**src/rtl/spq_pkg.sv**
```systemverilog
// ----------------------------------------------------------------------------
// spq_pkg: sorted priority queue shared definitions
// Widths, status codes and controller/datapath interface structs.
// ----------------------------------------------------------------------------
`default_nettype none

package spq_pkg;

  localparam int QUEUE_DEPTH   = 16;
  localparam int PRIORITY_BITS = 32;
  localparam int TAG_BITS      = 16;
  localparam int CNT_BITS      = $clog2(QUEUE_DEPTH + 1);
  localparam int OCC_BITS      = 5;
  localparam int STATUS_BITS   = 2;

  localparam logic [STATUS_BITS-1:0] STAT_OK    = 2'd0;
  localparam logic [STATUS_BITS-1:0] STAT_FULL  = 2'd1;
  localparam logic [STATUS_BITS-1:0] STAT_EMPTY = 2'd2;

  localparam logic FUNC_INSERT = 1'b0;
  localparam logic FUNC_REMOVE = 1'b1;

  // command from controller to datapath
  typedef struct packed {
    logic acc;  // word accepted this cycle
    logic ins;  // insert permitted
    logic rem;  // remove permitted
  } spq_cmd_t;

  // status from datapath to controller
  typedef struct packed {
    logic full;
    logic empty;
  } spq_stat_t;

endpackage

`default_nettype wire

```
**src/rtl/sorted_priority_queue_core.sv**
```systemverilog
// ----------------------------------------------------------------------------
// sorted_priority_queue_core: bounded sorted min-priority queue
// Holds up to QUEUE_DEPTH entries in ascending priority order; equal
// priorities leave in arrival order.
//
// Input channel: a word (in_func, in_priority_in, in_tag_in) is taken on
// a rising edge with start high and busy low. in_func selects insert or
// remove of the lowest-priority entry. busy stays low: one word per cycle.
// Result channel: exactly one result per word, shown for one cycle with
// out_strobe high, in the cycle after the word is taken. The
// result carries the removed entry (zero otherwise), out_entry_valid, the
// occupancy after the operation and out_status (ok, full, empty refusal).
// The shifting register store sustains that rate: every slot compares
// and shifts in parallel, so insert and remove never hold the flow.
// The receiver cannot stall; results must be taken as shown.
// Reset (rst_n low, synchronous) empties the queue and clears the strobe.
// Stored entries need no reset; only occupied slots are ever read.
// ----------------------------------------------------------------------------
`default_nettype none

module sorted_priority_queue_core
  import spq_pkg::*;
(
  input  wire logic                     clk,
  input  wire logic                     rst_n,
  input  wire logic                     start,
  output logic                          busy,
  input  wire logic                     in_func,
  input  wire logic [PRIORITY_BITS-1:0] in_priority_in,
  input  wire logic [TAG_BITS-1:0]      in_tag_in,
  output logic                          out_strobe,
  output logic [PRIORITY_BITS-1:0]      out_priority_out,
  output logic [TAG_BITS-1:0]           out_tag_out,
  output logic                          out_entry_valid,
  output logic [OCC_BITS-1:0]           out_occupancy,
  output logic [STATUS_BITS-1:0]        out_status
);

  spq_cmd_t            cmd;
  spq_stat_t           stat;
  logic [CNT_BITS-1:0] count;
  logic                start_acc;

  assign start_acc = start && !busy;

  spq_ctrl u_ctrl (
    .clk         (clk),
    .rst_n       (rst_n),
    .start       (start_acc),
    .func        (in_func),
    .stat        (stat),
    .cmd         (cmd),
    .busy        (busy),
    .strobe      (out_strobe),
    .entry_valid (out_entry_valid),
    .status      (out_status)
  );

  spq_dpath u_dpath (
    .clk      (clk),
    .rst_n    (rst_n),
    .cmd      (cmd),
    .prio_in  (in_priority_in),
    .tag_in   (in_tag_in),
    .stat     (stat),
    .prio_out (out_priority_out),
    .tag_out  (out_tag_out),
    .count    (count)
  );

  assign out_occupancy = OCC_BITS'(count);

endmodule

`default_nettype wire

```
**src/rtl/spq_ctrl.sv**
```systemverilog
// ----------------------------------------------------------------------------
// spq_ctrl: sorted priority queue controller
// Decodes each word, refuses full inserts and empty removes, drives strobe.
// ----------------------------------------------------------------------------
`default_nettype none

module spq_ctrl
  import spq_pkg::*;
(
  input  wire logic                   clk,
  input  wire logic                   rst_n,
  input  wire logic                   start,
  input  wire logic                   func,
  input  wire spq_stat_t              stat,
  output spq_cmd_t                    cmd,
  output logic                        busy,
  output logic                        strobe,
  output logic                        entry_valid,
  output logic [STATUS_BITS-1:0]      status
);

  typedef enum logic [0:0] {
    ST_IDLE,
    ST_RESULT
  } state_t;

  state_t                 state_r, state_nxt;
  logic                   strobe_r, strobe_nxt;
  logic                   valid_r, valid_nxt;
  logic [STATUS_BITS-1:0] status_r, status_nxt;

  // the store never holds the flow, so a new word is always taken
  assign busy = 1'b0;

  always_comb begin
    cmd.acc = start;
    cmd.ins = start && (func == FUNC_INSERT) && !stat.full;
    cmd.rem = start && (func == FUNC_REMOVE) && !stat.empty;
  end

  always_comb begin
    state_nxt  = state_r;
    strobe_nxt = 1'b0;
    valid_nxt  = 1'b0;
    status_nxt = STAT_OK;
    case (state_r)
      ST_IDLE, ST_RESULT: begin
        if (start) begin
          state_nxt  = ST_RESULT;
          strobe_nxt = 1'b1;
          valid_nxt  = cmd.rem;
          if ((func == FUNC_INSERT) && stat.full) begin
            status_nxt = STAT_FULL;
          end else if ((func == FUNC_REMOVE) && stat.empty) begin
            status_nxt = STAT_EMPTY;
          end
        end else begin
          state_nxt = ST_IDLE;
        end
      end
      default: begin
        state_nxt = ST_IDLE;
      end
    endcase
  end

  always_ff @(posedge clk) begin
    if (!rst_n) begin
      state_r  <= ST_IDLE;
      strobe_r <= 1'b0;
      valid_r  <= 1'b0;
      status_r <= STAT_OK;
    end else begin
      state_r  <= state_nxt;
      strobe_r <= strobe_nxt;
      valid_r  <= valid_nxt;
      status_r <= status_nxt;
    end
  end

  assign strobe      = strobe_r;
  assign entry_valid = valid_r;
  assign status      = status_r;

endmodule

`default_nettype wire

```
**src/rtl/spq_dpath.sv**
```systemverilog
// ----------------------------------------------------------------------------
// spq_dpath: sorted priority queue datapath
// Shifting sorted register store, per-slot compare, count and result words.
// ----------------------------------------------------------------------------
`default_nettype none

module spq_dpath
  import spq_pkg::*;
(
  input  wire logic                     clk,
  input  wire logic                     rst_n,
  input  wire spq_cmd_t                 cmd,
  input  wire logic [PRIORITY_BITS-1:0] prio_in,
  input  wire logic [TAG_BITS-1:0]      tag_in,
  output spq_stat_t                     stat,
  output logic [PRIORITY_BITS-1:0]      prio_out,
  output logic [TAG_BITS-1:0]           tag_out,
  output logic [CNT_BITS-1:0]           count
);

  logic [PRIORITY_BITS-1:0] prio_r   [QUEUE_DEPTH];
  logic [TAG_BITS-1:0]      tag_r    [QUEUE_DEPTH];
  logic [PRIORITY_BITS-1:0] prio_nxt [QUEUE_DEPTH];
  logic [TAG_BITS-1:0]      tag_nxt  [QUEUE_DEPTH];
  logic [QUEUE_DEPTH-1:0]   le;
  logic [CNT_BITS-1:0]      count_r, count_nxt;
  logic [PRIORITY_BITS-1:0] prio_out_r;
  logic [TAG_BITS-1:0]      tag_out_r;

  assign stat.full  = (count_r == CNT_BITS'(QUEUE_DEPTH));
  assign stat.empty = (count_r == '0);

  // le is a thermometer: stored slots at or below the new priority
  always_comb begin
    for (int i = 0; i < QUEUE_DEPTH; i++) begin
      le[i] = (CNT_BITS'(i) < count_r) && (prio_r[i] <= prio_in);
    end
  end

  always_comb begin
    for (int i = 0; i < QUEUE_DEPTH; i++) begin
      prio_nxt[i] = prio_r[i];
      tag_nxt[i]  = tag_r[i];
      if (cmd.ins) begin
        if (le[i]) begin
          prio_nxt[i] = prio_r[i];
          tag_nxt[i]  = tag_r[i];
        end else if ((i == 0) || le[(i == 0) ? 0 : i - 1]) begin
          prio_nxt[i] = prio_in;
          tag_nxt[i]  = tag_in;
        end else begin
          prio_nxt[i] = prio_r[(i == 0) ? 0 : i - 1];
          tag_nxt[i]  = tag_r[(i == 0) ? 0 : i - 1];
        end
      end else if (cmd.rem && (i < QUEUE_DEPTH - 1)) begin
        prio_nxt[i] = prio_r[(i < QUEUE_DEPTH - 1) ? i + 1 : i];
        tag_nxt[i]  = tag_r[(i < QUEUE_DEPTH - 1) ? i + 1 : i];
      end
    end
  end

  always_comb begin
    count_nxt = count_r;
    if (cmd.ins) begin
      count_nxt = count_r + CNT_BITS'(1);
    end else if (cmd.rem) begin
      count_nxt = count_r - CNT_BITS'(1);
    end
  end

  always_ff @(posedge clk) begin
    if (!rst_n) begin
      count_r <= '0;
    end else begin
      count_r <= count_nxt;
    end
  end

  always_ff @(posedge clk) begin
    for (int i = 0; i < QUEUE_DEPTH; i++) begin
      prio_r[i] <= prio_nxt[i];
      tag_r[i]  <= tag_nxt[i];
    end
    if (cmd.acc) begin
      prio_out_r <= cmd.rem ? prio_r[0] : '0;
      tag_out_r  <= cmd.rem ? tag_r[0]  : '0;
    end
  end

  assign prio_out = prio_out_r;
  assign tag_out  = tag_out_r;
  assign count    = count_r;

endmodule

`default_nettype wire

```
**config.mk**
```make
export PLATFORM = sky130hd
export DESIGN_NAME = sorted_priority_queue_core
export DESIGN_NICKNAME = d
export VERILOG_FILES = /design/src/rtl/spq_pkg.sv /design/src/rtl/sorted_priority_queue_core.sv /design/src/rtl/spq_ctrl.sv /design/src/rtl/spq_dpath.sv
export SDC_FILE = /design/constraint.sdc
export NUM_CORES = 2
export LEC_CHECK = 0
export BUFFER_PORTS_ARGS = -buffer_cell sky130_fd_sc_hd__buf_2
export CAP_MARGIN = 20
export CORE_UTILIZATION = 58
export DETAILED_ROUTE_END_ITERATION = 16
export PLACE_DENSITY = 0.88
export REMOVE_ABC_BUFFERS = 1
export SKIP_CTS_REPAIR_TIMING = 1
export SYNTH_ARGS = -nofsm -noshare
export SYNTH_HDL_FRONTEND = slang
export SYNTH_SLANG_ARGS = --single-unit
```
**constraint.sdc**
```tcl
create_clock -name clk -period 7.9 [get_ports clk]
set_clock_uncertainty 0.05 [all_clocks]
set_input_delay 1.185 -clock clk [delete_from_list [all_inputs] [get_ports clk]]
set_output_delay 1.185 -clock clk [all_outputs]
set_load 0.01 [all_outputs]
```
Word level (Yosys, flattened, before mapping)
Memories as Yosys holds them, arrays and structs flattened.
Index checks and enable logic that the tools add are counted.
{"block": "totals", "register_bits": 57, "ram_bits": 768, "input_bits": 52, "out_inout_bits": 58, "word_cells": 204, "n_memories": 2}
{"memory": "u_dpath.prio_r", "depth": 16, "word_bits": 32, "read_ports": 16, "rd_ports_with_merged_regs": 0, "wr": 16, "line": "spq_dpath.sv:21", "text": "logic [PRIORITY_BITS-1:0] prio_r [QUEUE_DEPTH];"}
{"memory": "u_dpath.tag_r", "depth": 16, "word_bits": 16, "read_ports": 16, "rd_ports_with_merged_regs": 0, "wr": 16, "line": "spq_dpath.sv:22", "text": "logic [TAG_BITS-1:0] tag_r [QUEUE_DEPTH];"}
{"block": "op_classes", "add_sub_neg": 2, "n_lt_le_gt_ge": 32, "n_eq_ne": 1, "n_mux": 129, "bitwise_logic": 3, "n_reduce_logical": 28}
{"cell": "$mux W32", "count": 62}
{"cell": "$mux W16", "count": 62}
{"cell": "$le A32 B32 Y1", "count": 16}
{"cell": "$lt A4 B5 Y1 const A", "count": 8}
{"cell": "$logic_and A1 B1 Y1", "count": 22}
{"cell": "$lt A3 B5 Y1 const A", "count": 4}
{"cell": "$lt A1 B5 Y1 const A", "count": 2}
{"cell": "$lt A2 B5 Y1 const A", "count": 2}
{"cell": "$mux W5", "count": 2}
{"cell": "$add A5 B1 Y5 const B", "count": 1}
{"cell": "$eq A5 B5 Y1 const B", "count": 1}
{"cell": "$logic_not A5 Y1", "count": 1}
{"cell": "$sub A5 B1 Y5 const B", "count": 1}
{"cell": "$not A1 Y1", "count": 3}
{"cell": "$reduce_or A3 Y1", "count": 1}
{"cell": "$logic_not A1 Y1", "count": 2}
{"cell": "$mux W1", "count": 2}
{"cell": "$mux W2", "count": 1}
{"cell": "$reduce_and A2 Y1", "count": 1}
{"cell": "$reduce_bool A2 Y1", "count": 1}

Longest topological paths before layout
An unclocked memory read counts as a cell.
{"block": "logic_depth", "depth_word": 6, "mapped_depth": 14, "mapped_depth_nobuf": 9}

By module
Synthesis repeated with hierarchy kept, for this count alone.
{"block": "unflattened", "cells_unflattened": 5682, "hier_area_um2": 55389.4}
{"mod": "spq_dpath", "instances": 1, "cells_per_inst": 5668, "area_each_um2": 55219.2}
{"mod": "spq_ctrl", "instances": 1, "cells_per_inst": 13, "area_each_um2": 156.4}
{"mod": "sorted_priority_queue_core", "instances": 1, "cells_per_inst": 1, "area_each_um2": 13.8}

Least setup slack after synthesis
Ideal clock, no wire load.
{"block": "synth_path", "path_kind": "input to register", "start": "input port in_priority_in[26]", "end": "memory u_dpath.prio_r[0][0] (enable)", "arrival_ns": 7.135, "required_ns": 7.330, "setup_slack_ns": 0.195, "cell_stages": 11, "path_buffers": 4, "cell_sequence": "clkbuf_1 -> clkbuf_1 -> inv_1 -> ha_1 -> nand4_1 -> or4_1 -> a311oi_1 -> nor3_2 -> buf_4 -> buf_6 -> o21ai_0"}
{"element": "start, declared", "line": "sorted_priority_queue_core.sv:29", "text": "input wire logic [PRIORITY_BITS-1:0] in_priority_in,"}
{"element": "end, declared", "line": "spq_dpath.sv:21"}

==> results.yml <==
place:
  dp.cells: 6189
  portBuffers: 108
  gp_congestion: 1.07
  hpwl_um: 117000
  pre_cts_slack_ns: 1.75
timing:
  setup_slack_ns: 2.13
  finalCriticalPeriod_ns: 5.77
  fin_crit_sh_pct: 73.0
  worst_pin_slew_ns: 1.32
  hold_slack_ns: 0.521
  final-setup-viol-count: 0
  fin_setup_tns_ns: 0
  hold_viol: 0
  rsz0062_at_grt: "false"
  fmax_ghz: 0.173
  slew_headroom_pct: 12.2
  finalMaxSlewViolations: 0
critical_path:
  regToRegSetupSlack_ns: 3.17
  crit_top_cell: "a21oi_1"
  cp_cell_sequence: "buf_2, inv_1, ha_1, nand4_1, nor4_1, nand2_1, a22oi_1, and3_2, buf_4, a21oi_1, a21oi_1"
  cpLargestDelayFamily: "simple AND/OR/NAND/NOR gates"
  crit_buf_inv: 3
  arrival_ns: 6.23
  cp_slowest_cell: "nor4_1"
  required_ns: 8.36
  worstSetupStartpointType: "input pin"
  slowest_delay_ns: 0.95
  path_max_fanout: 31
  crit_type: "input pin to register"
  endpoint_kind: "register"
  reg2regPathDepth: 9
  cp.depth: 11
synthesis:
  seq_area_frac_synth_pct: 46.9
  synth_area_leader_cell: "edfxtp_1"
  ys_types: 61
  synth_edf_count: 816
  synth_warnings: 0
  synthesis.area_um2: 52600
  synth_area_leaders: "edfxtp_1 (47%), ha_1 (12%), a21oi_1 (7.8%)"
  synthCells: 5248
  asyncSetResetFlopFracSynth_pct: 0
  dominantRegCellSynth: "edfxtp_1"
  ys_seq_elements: 825
  synth.avg_cell_area_um2: 10.0
  synthDominantCellAreaShare_pct: 46.6
power:
  leakage_uw: 0.0230
  total_power_uw: 16500
  p_per_area_nw_per_um2: 291
  max-vdd-ir-drop_v: 0.000185
route:
  vias: 44500
  wire_per_inst_um: 28.0
  ant_nets: 0
  dr.pass1.iters: 7
  drt_iter0_drc: 6197
  drc: 0
  routed_via_density: 7.02
  routed_wl_um: 178000
grt:
  grt_pass1_vias: 41900
  grt.overflow.total: 0
  use_met1_pct: 48.4
  busiest_layer: "met2"
  grt_use_met2_pct: 57.4
  grt_pass1_wl_um: 260000
  gr-usage-met3_pct: 9.47
  grt_max_degree: 236
  antenna_found_initial: 4
  grtUsageTotal_pct: 37.6
finish:
  stdcell_count: 6346
  final_common_cell: "a21oi_1"
  nNetsFinal: 5668
  area_growth_pct: 7.80
  drive_gt1_share_pct: 6.77
  final_cell_mix: "a21oi_1 (818), edfxtp_1 (816), nand2_1 (610), ha_1 (515), nor2_1 (460)"
die:
  die_area_um2: 91900
  die_w_um: 303
  core_um2: 89900
  initial_core_util_pct: 58.5
  die_h_um: 303
  rows: 110
  pin_count: 110
clocking:
  cts.sinks: 825
  numCtsBuffers: 86
  cts_root_buf: "clkbuf_16"
  cts.path.max_buffers: 3
  cts.clk_slew.worst_paths_ns: 0.07
  cts_tree: "done"
  cts_htree_levels: 3
  clk_latency_ns: 0.69
outcome:
  outcome: "completed"
hold_path:
  hold_depth: 2
  holdCritPathClass: "register to register"
run:
  drv_cap: 0
## cells in the mapped netlist (all sizes together), types with 3 or more instances
library cell and count:
and3 7, a21oi 820, nor3 15, nor2 462
a221oi 11, nor4 20, o22ai 4, or4 7
o2111ai 3, a21o 53, inv 89, a2111oi 10
ha 515, nand2b 4, a31oi 51, a211oi 14
nand4 122, o311ai 55, nand2 615, or2 3
nor2b 20, nand3 95, and2 150, o21a 22
clkbuf 328, edfxtp 816, o211ai 18, a221o 105
o221ai 17, buf 85, or3 5, and4 5
mux2i 385, dfxtp 9, a22oi 15, o21ai 272
## worst min-delay path: stages (launching register included)
cell and delay (ns):
edfxtp_1 0.34, nand2_1 0.06, nand2_1 0.06
## cell type report
type / instances / area, µm²
antenna: 3 / 7.51
clock buffer: 103 / 2250
clock inverter: 51 / 539
fill: 6802 / 33200
inverter: 89 / 334
multi-input combinational: 3921 / 26200
sequential: 825 / 24700
tap: 1176 / 1470
timing repair buffer: 178 / 1200
## sequential cells by signal, indices dropped and copies added, names as in the netlist
| register | cells |
|---|---|
| u_dpath.prio_r | 512 |
| u_dpath.tag_r | 256 |
| u_dpath.prio_out | 32 |
| u_dpath.tag_out | 16 |
| u_dpath.count | 5 |
| u_ctrl.status | 2 |
| u_ctrl.entry_valid | 1 |
| u_ctrl.strobe | 1 |
## stage by stage
step                cell area [µm²]  utilization [%]
finish                        56700             63.1
global route                  56700             63.1
CTS                           56700             63.1
detailed placement            53900             60.0
global placement              53900             60.0
floorplan                     50900                -
## per-layer routing
layer | vias up | part of all wire (%)
met5 | - | 0.020
met4 | 2 | 6.5
met3 | 648 | 13
met2 | 3554 | 44
met1 | 21000 | 37
li1 | 19300 | -
## logic make-up after synthesis
logic type | count (synthesis) | share of synthesized area [%]
AO/OA/AOI/OAI | 1484 | 16.6
flip-flops | 825 | 46.9
other | 1 | 0.00713
XOR/XNOR | 2 | 0.0333
buffers and inverters | 502 | 3.89
AND/OR/NAND/NOR | 1534 | 13.0
multiplexers | 385 | 7.32
adder cells (fa/ha/maj) | 515 | 12.2
## where the power goes
group,total [µW],switching (µW),internal [µW]
sequential,6980,822,6160
clock,4190,1850,2330
combinational,5310,3500,1810
total,16500,6170,10300
## final timing paths
kind	start	end
min reg2reg	u_dpath.tag_r[1][8]$_DFFE_PP_	u_dpath.tag_r[0][8]$_DFFE_PP_
max	in_priority_in[7]	u_dpath.prio_r[0][86]$_DFFE_PP_
min	u_dpath.tag_r[1][8]$_DFFE_PP_	u_dpath.tag_r[0][8]$_DFFE_PP_
max reg2reg	u_dpath.prio_r[0][39]$_DFFE_PP_	u_dpath.prio_r[0][86]$_DFFE_PP_
No activity file was read; power rests on OpenSTA's default activity.
